<file path="config.mk">
export PLATFORM = sky130hd
export DESIGN_NAME = tilted_ring_point_generator
export DESIGN_NICKNAME = d
export VERILOG_FILES = /design/src/rtl/trpg_pkg.sv /design/src/rtl/tilted_ring_point_generator.sv /design/src/rtl/trpg_mul.sv
export SDC_FILE = /design/constraint.sdc
export NUM_CORES = 2
export LEC_CHECK = 0
export ABC_AREA = 0
export BUFFER_PORTS_ARGS = -buffer_cell sky130_fd_sc_hd__buf_2
export CAP_MARGIN = 25
export CORE_ASPECT_RATIO = 2
export CORE_MARGIN = 10
export CORE_UTILIZATION = 35
export DETAILED_ROUTE_END_ITERATION = 12
export GPL_ROUTABILITY_DRIVEN = 0
export SLEW_MARGIN = 20
export SYNTH_ARGS = -nofsm -noshare
export SYNTH_HDL_FRONTEND = slang
export SYNTH_SLANG_ARGS = --single-unit
</file>
<file path="constraint.sdc">
create_clock -name clk -period 20.9 [get_ports clk]
set_input_delay 2.09 -clock clk [delete_from_list [all_inputs] [get_ports clk]]
set_output_delay 2.09 -clock clk [all_outputs]
set_load 0.05 [all_outputs]
</file>
<file path="src/rtl/trpg_pkg.sv">
// ----------------------------------------------------------------------------
// trpg_pkg
// Shared types and constants of the tilted ring point generator.
// ----------------------------------------------------------------------------
package trpg_pkg;

  localparam int FRAC_BITS  = 16;
  localparam int MAX_POINTS = 64;

  // shared multiplier: signed operands, product truncated to its useful range
  localparam int MUL_IN_W  = 33;
  localparam int MUL_OUT_W = 64;

  // quarter-wave series runs at 30 fractional bits
  localparam logic [30:0] Q30_ONE     = 31'd1073741824;
  localparam logic [30:0] HALF_PI_Q30 = 31'd1686629713;
  localparam int          TRIG_SH     = 30 - FRAC_BITS;

  localparam logic [3:0] TIDX_SIN_LAST = 4'd5;
  localparam logic [3:0] TIDX_COS_LAST = 4'd12;

  // configuration register indexes
  localparam logic [2:0] REG_RING_RADIUS   = 3'd0;
  localparam logic [2:0] REG_CENTRE_RADIUS = 3'd1;
  localparam logic [2:0] REG_POINT_COUNT   = 3'd2;
  localparam logic [2:0] REG_DEPTH_ANGLE   = 3'd3;
  localparam logic [2:0] REG_TILT_ANGLE    = 3'd4;

  typedef enum logic [4:0] {
    ST_IDLE,
    ST_DIV,
    ST_TG_X,
    ST_TG_SQ,
    ST_TG_SQW,
    ST_TG_M1,
    ST_TG_M2,
    ST_TG_M3,
    ST_TG_M4,
    ST_TG_SM,
    ST_TG_SW,
    ST_TG_FOLD,
    ST_P_X0,
    ST_P_Y0,
    ST_P_Z0,
    ST_P_Z1,
    ST_P_Y1,
    ST_P_X2A,
    ST_P_X2,
    ST_P_Z2A,
    ST_P_Z2,
    ST_P_OUT
  } state_t;

  typedef enum logic [1:0] {
    TD_DEPTH,
    TD_TILT,
    TD_POINT
  } trig_dst_t;

  // series divisors: sine terms first, then cosine terms
  function automatic logic [7:0] series_div(input logic [3:0] idx);
    logic [7:0] d;
    unique case (idx)
      4'd0:    d = 8'd156;
      4'd1:    d = 8'd110;
      4'd2:    d = 8'd72;
      4'd3:    d = 8'd42;
      4'd4:    d = 8'd20;
      4'd5:    d = 8'd6;
      4'd6:    d = 8'd182;
      4'd7:    d = 8'd132;
      4'd8:    d = 8'd90;
      4'd9:    d = 8'd56;
      4'd10:   d = 8'd30;
      4'd11:   d = 8'd12;
      4'd12:   d = 8'd2;
      default: d = 8'd1;
    endcase
    return d;
  endfunction

  // floor(2^32 / divisor); the estimate is low by at most one
  function automatic logic [31:0] series_recip(input logic [3:0] idx);
    logic [31:0] m;
    unique case (idx)
      4'd0:    m = 32'd27531841;
      4'd1:    m = 32'd39045157;
      4'd2:    m = 32'd59652323;
      4'd3:    m = 32'd102261126;
      4'd4:    m = 32'd214748364;
      4'd5:    m = 32'd715827882;
      4'd6:    m = 32'd23598721;
      4'd7:    m = 32'd32537631;
      4'd8:    m = 32'd47721858;
      4'd9:    m = 32'd76695844;
      4'd10:   m = 32'd143165576;
      4'd11:   m = 32'd357913941;
      4'd12:   m = 32'd2147483648;
      default: m = 32'd0;
    endcase
    return m;
  endfunction

endpackage

</file>
<file path="src/rtl/tilted_ring_point_generator.sv">
// ----------------------------------------------------------------------------
// tilted_ring_point_generator
// Emits a tilted ring of points around each centre item.
// ----------------------------------------------------------------------------
// Input channel (in_valid / in_stall) takes one centre (x, y, z, signed
// Q16.16). For it the block emits point_count items (0 counts as 1, capped
// at 64) on the output channel (out_valid / out_stall), point_index 0 first,
// last_point set on the final one. in_stall stays high from acceptance
// until the last point is loaded into the output register, so one centre is
// worked on at a time. All multiplications go through one registered
// multiplier under a sequencer. Per centre: the angle step (bit-serial
// divide), the depth and tilt sine/cosine, then per point its sine/cosine,
// the two rotations and the offset.
// A stalled output holds its item; the next point is computed meanwhile
// and waits in the sequencer until the output register frees up.
// Config port (cfg_valid / cfg_ready, cfg_index, cfg_data) is always ready;
// write only while idle. Reset (rst, synchronous) restores register defaults
// and empties the output register.
// ----------------------------------------------------------------------------
module tilted_ring_point_generator (
  input  logic               clk,
  input  logic               rst,
  input  logic               in_valid,
  output logic               in_stall,
  input  logic signed [31:0] centre_x,
  input  logic signed [31:0] centre_y,
  input  logic signed [31:0] centre_z,
  output logic               out_valid,
  input  logic               out_stall,
  output logic signed [31:0] point_x,
  output logic signed [31:0] point_y,
  output logic signed [31:0] point_z,
  output logic [5:0]         point_index,
  output logic               last_point,
  input  logic               cfg_valid,
  output logic               cfg_ready,
  input  logic [2:0]         cfg_index,
  input  logic [23:0]        cfg_data
);

  localparam int F  = trpg_pkg::FRAC_BITS;
  localparam int TS = trpg_pkg::TRIG_SH;

  function automatic logic signed [28:0] rnd_frac(input logic signed [63:0] p);
    logic signed [63:0] s;
    s = p + (64'sd1 <<< (F - 1));
    s = s >>> F;
    return s[28:0];
  endfunction

  function automatic logic signed [31:0] sat32(input logic signed [32:0] v);
    logic signed [31:0] r;
    if (v > 33'sd2147483647) begin
      r = 32'sh7fffffff;
    end else if (v < -33'sd2147483648) begin
      r = 32'sh80000000;
    end else begin
      r = v[31:0];
    end
    return r;
  endfunction

  // configuration
  logic [23:0] ring_radius, centre_radius;
  logic [6:0]  point_count;
  logic [15:0] depth_angle, tilt_angle;

  trpg_pkg::state_t    state, state_next;
  trpg_pkg::trig_dst_t dst;

  // item registers
  logic signed [31:0] cx, cy, cz;
  logic [24:0]        dsum;
  logic [6:0]         n_eff;
  logic [6:0]         div_rem;
  logic [16:0]        div_q;
  logic [4:0]         div_cnt;
  logic [16:0]        ang_q;
  logic [6:0]         ang_r;
  logic [5:0]         k;

  // trig registers
  logic [30:0]        tx;
  logic [31:0]        tx2;
  logic [30:0]        tt;
  logic [31:0]        tv;
  logic [30:0]        tq0;
  logic [3:0]         tidx;
  logic [16:0]        qs;
  logic signed [17:0] sd, cd, sm, cm, st, ct;

  // rotation registers
  logic signed [63:0] acc;
  logic signed [28:0] x0, y0, y1, z1, x2, z2;

  logic signed [trpg_pkg::MUL_IN_W-1:0]  op_a, op_b;
  logic signed [trpg_pkg::MUL_OUT_W-1:0] prod;

  trpg_mul u_mul (
    .clk (clk),
    .a   (op_a),
    .b   (op_b),
    .p   (prod)
  );

  logic in_acc;
  logic emit;
  logic [6:0] n_w;
  logic [15:0] ang;
  logic [7:0] div_rem2;
  logic       div_ge;
  logic [7:0] dcon;
  logic [32:0] corr_rem;
  logic [31:0] corr_q;
  logic [31:0] t_new;
  logic [31:0] qs_sum, qc_sum;
  logic [16:0] qc;
  logic signed [17:0] fs, fc, qs_s, qc_s;
  logic [7:0]  ang_r_sum;
  logic        ang_wrap;
  logic        is_last;

  assign cfg_ready = 1'b1;
  assign in_stall  = (state != trpg_pkg::ST_IDLE);
  assign in_acc    = in_valid && !in_stall;
  assign emit      = (state == trpg_pkg::ST_P_OUT) && (!out_valid || !out_stall);

  always_comb begin
    if (point_count == 7'd0) begin
      n_w = 7'd1;
    end else if (point_count > 7'(trpg_pkg::MAX_POINTS)) begin
      n_w = 7'(trpg_pkg::MAX_POINTS);
    end else begin
      n_w = point_count;
    end
  end

  always_comb begin
    unique case (dst)
      trpg_pkg::TD_DEPTH: ang = depth_angle;
      trpg_pkg::TD_TILT:  ang = tilt_angle;
      default:            ang = ang_q[15:0];
    endcase
  end

  // 65536 / n, one quotient bit per cycle
  assign div_rem2 = {div_rem, (div_cnt == 5'd16)};
  assign div_ge   = (div_rem2 >= {1'b0, n_eff});

  // quotient estimate correction
  assign dcon     = trpg_pkg::series_div(tidx);
  assign corr_rem = {1'b0, tv} - prod[32:0];
  assign corr_q   = {1'b0, tq0} + {31'd0, (corr_rem >= {25'd0, dcon})};
  assign t_new    = {1'b0, trpg_pkg::Q30_ONE} - corr_q;

  assign qs_sum = {1'b0, prod[60:30]} + (32'd1 << (TS - 1));
  assign qc_sum = {1'b0, tt} + (32'd1 << (TS - 1));
  assign qc     = qc_sum[TS+16:TS];
  assign qs_s   = {1'b0, qs};
  assign qc_s   = {1'b0, qc};

  always_comb begin
    unique case (ang[15:14])
      2'd0: begin fs = qs_s;  fc = qc_s;  end
      2'd1: begin fs = qc_s;  fc = -qs_s; end
      2'd2: begin fs = -qs_s; fc = -qc_s; end
      default: begin fs = -qc_s; fc = qs_s; end
    endcase
  end

  assign ang_r_sum = {1'b0, ang_r} + {1'b0, div_rem};
  assign ang_wrap  = (ang_r_sum >= {1'b0, n_eff});
  assign is_last   = ({1'b0, k} == (n_eff - 7'd1));

  // next state
  always_comb begin
    state_next = state;
    unique case (state)
      trpg_pkg::ST_IDLE:   if (in_acc) state_next = trpg_pkg::ST_DIV;
      trpg_pkg::ST_DIV:    if (div_cnt == 5'd0) state_next = trpg_pkg::ST_TG_X;
      trpg_pkg::ST_TG_X:   state_next = trpg_pkg::ST_TG_SQ;
      trpg_pkg::ST_TG_SQ:  state_next = trpg_pkg::ST_TG_SQW;
      trpg_pkg::ST_TG_SQW: state_next = trpg_pkg::ST_TG_M1;
      trpg_pkg::ST_TG_M1:  state_next = trpg_pkg::ST_TG_M2;
      trpg_pkg::ST_TG_M2:  state_next = trpg_pkg::ST_TG_M3;
      trpg_pkg::ST_TG_M3:  state_next = trpg_pkg::ST_TG_M4;
      trpg_pkg::ST_TG_M4: begin
        priority if (tidx == trpg_pkg::TIDX_SIN_LAST) state_next = trpg_pkg::ST_TG_SM;
        else if (tidx == trpg_pkg::TIDX_COS_LAST) state_next = trpg_pkg::ST_TG_FOLD;
        else state_next = trpg_pkg::ST_TG_M1;
      end
      trpg_pkg::ST_TG_SM:  state_next = trpg_pkg::ST_TG_SW;
      trpg_pkg::ST_TG_SW:  state_next = trpg_pkg::ST_TG_M1;
      trpg_pkg::ST_TG_FOLD: begin
        if (dst == trpg_pkg::TD_POINT) state_next = trpg_pkg::ST_P_X0;
        else state_next = trpg_pkg::ST_TG_X;
      end
      trpg_pkg::ST_P_X0:   state_next = trpg_pkg::ST_P_Y0;
      trpg_pkg::ST_P_Y0:   state_next = trpg_pkg::ST_P_Z0;
      trpg_pkg::ST_P_Z0:   state_next = trpg_pkg::ST_P_Z1;
      trpg_pkg::ST_P_Z1:   state_next = trpg_pkg::ST_P_Y1;
      trpg_pkg::ST_P_Y1:   state_next = trpg_pkg::ST_P_X2A;
      trpg_pkg::ST_P_X2A:  state_next = trpg_pkg::ST_P_X2;
      trpg_pkg::ST_P_X2:   state_next = trpg_pkg::ST_P_Z2A;
      trpg_pkg::ST_P_Z2A:  state_next = trpg_pkg::ST_P_Z2;
      trpg_pkg::ST_P_Z2:   state_next = trpg_pkg::ST_P_OUT;
      trpg_pkg::ST_P_OUT: begin
        if (emit) state_next = is_last ? trpg_pkg::ST_IDLE : trpg_pkg::ST_TG_X;
      end
      default:             state_next = trpg_pkg::ST_IDLE;
    endcase
  end

  // multiplier operand select
  always_comb begin
    op_a = '0;
    op_b = '0;
    unique case (state)
      trpg_pkg::ST_TG_X: begin
        op_a = {19'd0, ang[13:0]};
        op_b = {2'b0, trpg_pkg::HALF_PI_Q30};
      end
      trpg_pkg::ST_TG_SQ: begin
        op_a = {2'b0, prod[44:14]};
        op_b = {2'b0, prod[44:14]};
      end
      trpg_pkg::ST_TG_M1: begin
        op_a = {1'b0, tx2};
        op_b = {2'b0, tt};
      end
      trpg_pkg::ST_TG_M2: begin
        op_a = {1'b0, prod[61:30]};
        op_b = {1'b0, trpg_pkg::series_recip(tidx)};
      end
      trpg_pkg::ST_TG_M3: begin
        op_a = {2'b0, prod[62:32]};
        op_b = {25'd0, dcon};
      end
      trpg_pkg::ST_TG_SM: begin
        op_a = {2'b0, tx};
        op_b = {2'b0, tt};
      end
      trpg_pkg::ST_P_X0: begin
        op_a = {8'd0, dsum};
        op_b = {{15{ct[17]}}, ct};
      end
      trpg_pkg::ST_P_Y0: begin
        op_a = {8'd0, dsum};
        op_b = {{15{st[17]}}, st};
      end
      trpg_pkg::ST_P_Z0: begin
        op_a = {{4{x0[28]}}, x0};
        op_b = {{15{cm[17]}}, cm};
      end
      trpg_pkg::ST_P_Z1: begin
        op_a = {{4{y0[28]}}, y0};
        op_b = {{15{sd[17]}}, sd};
      end
      trpg_pkg::ST_P_Y1: begin
        op_a = {{4{y0[28]}}, y0};
        op_b = {{15{cd[17]}}, cd};
      end
      trpg_pkg::ST_P_X2A: begin
        op_a = {{4{z1[28]}}, z1};
        op_b = {{15{sm[17]}}, sm};
      end
      trpg_pkg::ST_P_X2: begin
        op_a = {{4{x0[28]}}, x0};
        op_b = {{15{sm[17]}}, sm};
      end
      trpg_pkg::ST_P_Z2A: begin
        op_a = {{4{z1[28]}}, z1};
        op_b = {{15{cm[17]}}, cm};
      end
      default: begin
        op_a = '0;
        op_b = '0;
      end
    endcase
  end

  // control state
  always_ff @(posedge clk) begin
    if (rst) begin
      state         <= trpg_pkg::ST_IDLE;
      dst           <= trpg_pkg::TD_DEPTH;
      ring_radius   <= 24'd65536;
      centre_radius <= 24'd65536;
      point_count   <= 7'd8;
      depth_angle   <= 16'd0;
      tilt_angle    <= 16'd0;
      out_valid     <= 1'b0;
    end else begin
      state <= state_next;
      if (cfg_valid && cfg_ready) begin
        unique case (cfg_index)
          trpg_pkg::REG_RING_RADIUS:   ring_radius   <= cfg_data;
          trpg_pkg::REG_CENTRE_RADIUS: centre_radius <= cfg_data;
          trpg_pkg::REG_POINT_COUNT:   point_count   <= cfg_data[6:0];
          trpg_pkg::REG_DEPTH_ANGLE:   depth_angle   <= cfg_data[15:0];
          trpg_pkg::REG_TILT_ANGLE:    tilt_angle    <= cfg_data[15:0];
          default: ;
        endcase
      end
      if (in_acc) begin
        dst <= trpg_pkg::TD_DEPTH;
      end else if (state == trpg_pkg::ST_TG_FOLD) begin
        unique case (dst)
          trpg_pkg::TD_DEPTH: dst <= trpg_pkg::TD_TILT;
          default:            dst <= trpg_pkg::TD_POINT;
        endcase
      end
      if (emit) begin
        out_valid <= 1'b1;
      end else if (!out_stall) begin
        out_valid <= 1'b0;
      end
    end
  end

  // datapath
  always_ff @(posedge clk) begin
    unique case (state)
      trpg_pkg::ST_IDLE: begin
        if (in_acc) begin
          cx      <= centre_x;
          cy      <= centre_y;
          cz      <= centre_z;
          dsum    <= {1'b0, ring_radius} + {1'b0, centre_radius};
          n_eff   <= n_w;
          div_rem <= 7'd0;
          div_q   <= 17'd0;
          div_cnt <= 5'd16;
          k       <= 6'd0;
          ang_q   <= 17'd0;
          ang_r   <= 7'd0;
        end
      end
      trpg_pkg::ST_DIV: begin
        div_rem <= div_ge ? 7'(div_rem2 - {1'b0, n_eff}) : div_rem2[6:0];
        div_q   <= {div_q[15:0], div_ge};
        div_cnt <= div_cnt - 5'd1;
      end
      trpg_pkg::ST_TG_SQ:  tx <= prod[44:14];
      trpg_pkg::ST_TG_SQW: begin
        tx2  <= prod[61:30];
        tt   <= trpg_pkg::Q30_ONE;
        tidx <= 4'd0;
      end
      trpg_pkg::ST_TG_M2:  tv  <= prod[61:30];
      trpg_pkg::ST_TG_M3:  tq0 <= prod[62:32];
      trpg_pkg::ST_TG_M4: begin
        tt   <= t_new[30:0];
        tidx <= tidx + 4'd1;
      end
      trpg_pkg::ST_TG_SW: begin
        qs <= qs_sum[TS+16:TS];
        tt <= trpg_pkg::Q30_ONE;
      end
      trpg_pkg::ST_TG_FOLD: begin
        unique case (dst)
          trpg_pkg::TD_DEPTH: begin sd <= fs; cd <= fc; end
          trpg_pkg::TD_TILT:  begin sm <= fs; cm <= fc; end
          default:            begin st <= fs; ct <= fc; end
        endcase
      end
      trpg_pkg::ST_P_Y0:  x0  <= rnd_frac(prod);
      trpg_pkg::ST_P_Z0:  y0  <= rnd_frac(prod);
      trpg_pkg::ST_P_Z1:  acc <= prod;
      trpg_pkg::ST_P_Y1:  z1  <= rnd_frac(prod);
      trpg_pkg::ST_P_X2A: y1  <= rnd_frac(prod);
      trpg_pkg::ST_P_X2:  x2  <= rnd_frac(acc - prod);
      trpg_pkg::ST_P_Z2A: acc <= prod;
      trpg_pkg::ST_P_Z2:  z2  <= rnd_frac(acc + prod);
      trpg_pkg::ST_P_OUT: begin
        if (emit) begin
          k     <= k + 6'd1;
          ang_r <= ang_wrap ? 7'(ang_r_sum - {1'b0, n_eff}) : ang_r_sum[6:0];
          ang_q <= ang_q + div_q + {16'd0, ang_wrap};
        end
      end
      default: ;
    endcase
  end

  // output register
  always_ff @(posedge clk) begin
    if (emit) begin
      point_x     <= sat32({cx[31], cx} + {{4{x2[28]}}, x2});
      point_y     <= sat32({cy[31], cy} + {{4{y1[28]}}, y1});
      point_z     <= sat32({cz[31], cz} + {{4{z2[28]}}, z2});
      point_index <= k;
      last_point  <= is_last;
    end
  end

endmodule

</file>
<file path="src/rtl/trpg_mul.sv">
// ----------------------------------------------------------------------------
// trpg_mul
// Shared signed multiplier with a registered product.
// ----------------------------------------------------------------------------
module trpg_mul (
  input  logic                                 clk,
  input  logic signed [trpg_pkg::MUL_IN_W-1:0]  a,
  input  logic signed [trpg_pkg::MUL_IN_W-1:0]  b,
  output logic signed [trpg_pkg::MUL_OUT_W-1:0] p
);

  logic signed [2*trpg_pkg::MUL_IN_W-1:0] full;

  assign full = a * b;

  always_ff @(posedge clk) begin
    p <= full[trpg_pkg::MUL_OUT_W-1:0];
  end

endmodule

</file>
# Word level (Yosys, flattened, before mapping)
# Memories as Yosys holds them, arrays and structs flattened. A register that Yosys moved wholly into a read port is not among the register bits.
# Index checks and enable logic that the tools add are counted.
# totals
wordCells	202
input_bits	128
memories	2
mem_bits_ro	624
ff_bits	953
output_inout_bits	106
# mem_list
memory	words	word_bits	read_ports	rd_ports_with_merged_regs	write_ports	line	rtl
(name not given)	16	31	1	1	0	trpg_pkg.sv:85	unique case (idx)
(name not given)	16	8	1	1	0	trpg_pkg.sv:63	unique case (idx)
# classes
n_eq_ne	37
n_reduce_logical	41
n_mux	39
add_sub_neg	25
n_bitwise	1
order_cmp	10
mul	1
# ops
op	count
33-bit one-hot mux with 11 select lines	1
33-bit one-hot mux with 10 select lines	1
45-bit by 17-bit adder with 45-bit output, second input constant	3
18-bit one-hot mux with 3 select lines	2
5-bit one-hot mux with 21 select lines	1
32-bit by 29-bit adder with 33-bit output	3
33-bit by 32-bit > comparator with 1-bit output, second input constant	3
33-bit by 32-bit < comparator with 1-bit output, second input constant	3
32-bit 2-to-1 mux	3
17-bit one-hot mux with 2 select lines	2
33-bit by 33-bit multiplier with 63-bit output	1
31-bit by 14-bit adder with 31-bit output, second input constant	2
31-bit one-hot mux with 2 select lines	1
45-bit adder	1
45-bit subtractor	1
5-bit by 4-bit equality test with 1-bit output, second input constant	8
17-bit negator with 18-bit output	2
5-bit equality test, second input constant	7
7-bit 2-to-1 mux	5
17-bit 2-to-1 mux	2
33-bit by 8-bit greater-or-equal comparator with 1-bit output	1
32-bit by 33-bit subtractor with 33-bit output	1
16-bit one-hot mux with 2 select lines	1
31-bit by 1-bit adder with 31-bit output	1
other kinds (47)	98

# Longest topological paths before layout
# depth
ltp_word	5
mapped_depth	42
ltp_nobuf	37

# Hierarchy
# A second synthesis with hierarchy kept.
# hier_totals
hier_cells	8718
hier_area_um2	89751.1
# modules_own_cells
mod	cells_per_inst	n_inst	area_each_um2
tilted_ring_point_generator	4552	1	50347.0
trpg_mul	4166	1	39404.0

# Least setup slack after synthesis
# OpenSTA, ideal clock, no wires.
# synth_path
path_type	reg2reg
startpoint	register state[3]
endpoint	register u_mul.p[58] (netlist name)
n_path_buf	5
synth_period_minus_slack_ns	10.144
setup_ns	0.127
t_arrival_ns	10.018
path_stages_with_launch	39
slack_ns	10.756
cell_sequence	dfxtp_1 -> buf_2 -> nor2_1 -> nand2_1 -> nor2_1 -> buf_2 -> buf_2 -> buf_1 -> a22oi_1 -> nand2_1 -> a211o_1 -> clkbuf_1 -> nand2_1 -> fa_1 -> fa_1 -> inv_1 -> fa_1 -> inv_1 -> [3 not listed] -> fa_1 -> fa_1 -> inv_1 -> fa_1 -> inv_1 -> ha_1 -> a21oi_1 -> o22ai_1 -> o21ai_0 -> a31oi_1 -> o311ai_0 -> a21oi_1 -> o211ai_1 -> nand3_1 -> a21o_1 -> a31oi_1 -> o21ai_0 -> xor2_1
# synth_via
elab_chain_cells	4
# synth_rtl
item	line	rtl
from (decl)	tilted_ring_point_generator.sv:68	trpg_pkg::state_t state, state_next;
from (signal assigned)	tilted_ring_point_generator.sv:285	state <= trpg_pkg::ST_IDLE;
from (signal assigned)	tilted_ring_point_generator.sv:294	state <= state_next;
5-bit by 4-bit equality test with 1-bit output, or another cell as far along	tilted_ring_point_generator.sv:218	unique case (state)
2-bit OR reduction (no source line)	-	
33-bit one-hot mux with 11 select lines or 33-bit one-hot mux with 10 select lines (tied branches)	tilted_ring_point_generator.sv:218	
33-bit by 33-bit multiplier with 63-bit output (*)	trpg_mul.sv:14	assign full = a * b;
via u_mul.full (one bit)	trpg_mul.sv:12	logic signed [2*trpg_pkg::MUL_IN_W-1:0] full;
to (signal assigned)	trpg_mul.sv:17	p <= full[trpg_pkg::MUL_OUT_W-1:0];
to (decl)	trpg_mul.sv:9	output logic signed [trpg_pkg::MUL_OUT_W-1:0] p
# The timed path passes the listed nets; every way through them passes the cells marked *.
# A chain may end at the register's enable or synchronous reset.

# Worst setup path in the final report
# layout_path
startpoint	register state[1]
endpoint	register u_mul.p[58] (netlist name)
# Same word-level chain as after synthesis.

==> impl_metrics.csv <==
group,metric,value,unit
global_routing,globalRouteOverflowTotal,0,
clock_network,clkTransAtPathRegs,70,ps
logic_synthesis,seq_area_frac_synth,31.18,%
logic_synthesis,syn_avg_cell_area,10.05,µm²
critical_path,crit_arrival,13600,ps
global_routing,grt.total_usage,24.07,%
timing,period_minus_slack,13020,ps
critical_path,required,21490,ps
floorplanning,start_util,35.12,%
clock_network,postCtsHoldBufs,0,
logic_synthesis,synth-edff-count,793,
power,p_leak,42.49,nW
layout,fin_nets,10860,
status,status,"finished, final reports clean",
critical_path,cpMostUsedCell,"fa_1",
critical_path,reg2reg_to,"u_mul.p[58]",
logic_synthesis,synth_area,88650,µm²
routing,num_vias,68450,
routing,avgViaCountPerCell,5.541,
clock_network,cts_tree,"built",
routing,drc_errors,0,
clock_network,cts.sinks,984,
clock_network,postCtsResizedCells,0,
floorplanning,die_w,375.9,µm
logic_synthesis,synthCells,8823,
logic_synthesis,syn-num-nets,10700,
floorplanning,io_pins,234,
critical_path,cpPeakStageDelay,880,ps
logic_synthesis,yosysMostFrequentCell,"inv_1",
timing,slew_headroom,22.18,%
routing,wl,335.8,mm
worst_hold_path,hold_depth,2,
floorplanning,die_area,275000,µm²
timing,holdWs,454.8,ps
power,cellPowerDensity,56.00,nW/µm²
worst_hold_path,min_from,"depth_angle[9]",
worst_hold_path,hold_class,"flip-flop to flip-flop",
global_routing,grt_pass1_vias,73310,
routing,final_antenna_net_count,0,
critical_path,worstSetupPathType,"flip-flop to flip-flop",
layout,fillerInstances,24620,
logic_synthesis,synth_area_leaders,"edfxtp_1, fa_1, ha_1, inv_1, nand2_1",
timing,slew_violations,0,
clock_network,h-tree-depth,3,
layout,seqCellArea,27640,µm²
global_routing,antenna_found_initial,20,
logic_synthesis,yosysUniqueCellTypes,104,
critical_path,worst-path-buf-inv,11,
critical_path,startpoint_type,"flip-flop",
critical_path,path_max_fanout,47,
clock_network,cts_root_buffer,"clkbuf_16",
placement,dp_hpwl,255.7,mm
critical_path,slowest_stage,"dfxtp_1",
timing,setup-violations-final,0,
timing,fmax,76.83,MHz
timing,fin_skew,61.61,ps
logic_synthesis,synth_area_leader_cell,"edfxtp_1",
layout,fin_util,38.53,%
timing,period_share,62.27,%
critical_path,crit-reg2reg-launch,"state[1]",
logic_synthesis,ys.flop_type,"edfxtp_1",
layout,multiInputGateArea,54640,µm²
critical_path,ff2ff_path_depth,38,
power,peakVddDrop,0.07673,mV
critical_path,cpLargestDelayFamily,"adder cells",
critical_path,ff2ff_setup_slack,7880,ps
routing,dr.pass1.iters,9,
clock_network,numCtsBuffers,82,
clock_network,cts_setup_buffers,0,
timing,finalSetupTns,0,ps
logic_synthesis,netlist.area_leader.share,26.86,%
placement,pre_cts_slack,8399,ps
timing,grt_setup_unrepaired,"no",
placement,portBuffers,232,
routing,drtIter0Drc,6163,
logic_synthesis,ys_seq_elements,984,
layout,drive_gt1_share,7.710,%
worst_hold_path,min_to,"depth_angle[9]",
routing,wl_per_cell,27.19,µm
run,maxCapViolations,0,
global_routing,grt_max_degree,73,
layout,synthToLayoutAreaGrowth,9.735,%
clock_network,cts_buffer_depth,3,
floorplanning,core_area,252400,µm²
clock_network,clk_latency,730,ps
critical_path,end_kind,"flip-flop",
timing,hold_violations,0,
floorplanning,row_count,261,
timing,setup_slack,7885,ps
global_routing,grt_pass1_wl,483.4,mm
floorplanning,dieHeight,731.7,µm
logic_synthesis,ys_warn_count,0,
logic_synthesis,synth_common_cells,"inv_1, nand2_1, fa_1",
logic_synthesis,ys_async_sr_fraction,0,%
timing,worst_pin_slew,1166,ps
-- through the flow --
step           power [W]  cells  cell area [µm²]
2_1_floorplan   0.003255   8823            88650
3_3_place_gp    0.003703  12170            94120
3_5_place_dp    0.003735  12180            94200
4_1_cts         0.005434  12330            97080
5_1_grt         0.005639  12340            97240
6_report        0.005448  12350            97270
-- worst max-delay path by stage --
stage                        start           to  depth (start not counted)
final                     state[1]  u_mul.p[58]                         38
after global placement    state[0]  u_mul.p[61]                         33
after CTS                 state[1]  u_mul.p[62]                         36
after floorplan           state[3]  u_mul.p[58]                         38
after global routing      state[1]  u_mul.p[58]                         38
after detailed placement  state[1]  u_mul.p[62]                         36
-- layer usage --
layer / vias to the layer above / part of all wire (%) / routed length [µm] / track usage (%)
met5: - / 0.023 / 78 / 0
met1: 34060 / 29 / 96720 / 21.49
met4: 12 / 13 / 44470 / 25.39
li1: 29210 / - / - / -
met2: 3608 / 51 / 169700 / 43.08
met3: 1563 / 7.4 / 24920 / 4.950
-- power breakdown --
| part | leakage, nW | total [W] | internal [W] | switching (W) |
|---|---|---|---|---|
| clock network | 1.38 | 0.00171 | 0.000893 | 0.000818 |
| registers | 8.78 | 0.00239 | 0.00228 | 0.000111 |
| logic | 32.3 | 0.00134 | 0.000446 | 0.000897 |
-- tightest hold or removal path, stage by stage (launching register included) --
cell and delay, ps:
dfxtp_1 310, nand2_1 50, a21oi_1 50
-- cell type report --
type | instances | share of cell area (%)
flip-flops and latches | 984 | 28.41
well taps | 3287 | 4.228
clock buffers | 97 | 2.242
diodes | 13 | 0.03344
multi-input cells | 6089 | 56.17
clock inverters | 56 | 0.7267
repair buffers | 430 | 2.794
inverters | 1397 | 5.391
-- registers in the layout, indices dropped and copies added, names as in the netlist, 25 cells and up, named ones only --
name     cells
tt          31
acc         45
tv          32
y0          29
cx          32
u_mul.p     63
tq0         31
point_x     32
x0          29
z2          29
dsum        25
x2          29
tx          31
y1          29
point_z     32
tx2         32
point_y     32
z1          29
cy          32
cz          32
-- cell families (layout without fill, tap and decap cells) --
logic type	Yosys count	after routing	synth area share [%]
flops	984	984	31.18
simple gates	2516	2516	12.36
buf+inv	1750	1980	7.549
other cells	1	14	0.004230
xor+xnor	412	412	4.092
fa+ha+maj	1756	1756	34.28
mux	34	34	0.3910
compound gates	1370	1370	10.15
-- layout by cell type (no fill, tap or decap), drive strengths merged, types with 77 or more instances in the layout --
cell type and instances:
ha 626, a21o 142, nor3 83, nand3 119
nand2 1149, buf 426, xor2 144, inv 1406
edfxtp 793, and2 77, fa 1123, a21oi 473
dfxtp 191, nor2 736, clkbuf 101, o21ai 260
xnor2 268
No activity file was read; power rests on OpenSTA's default activity.
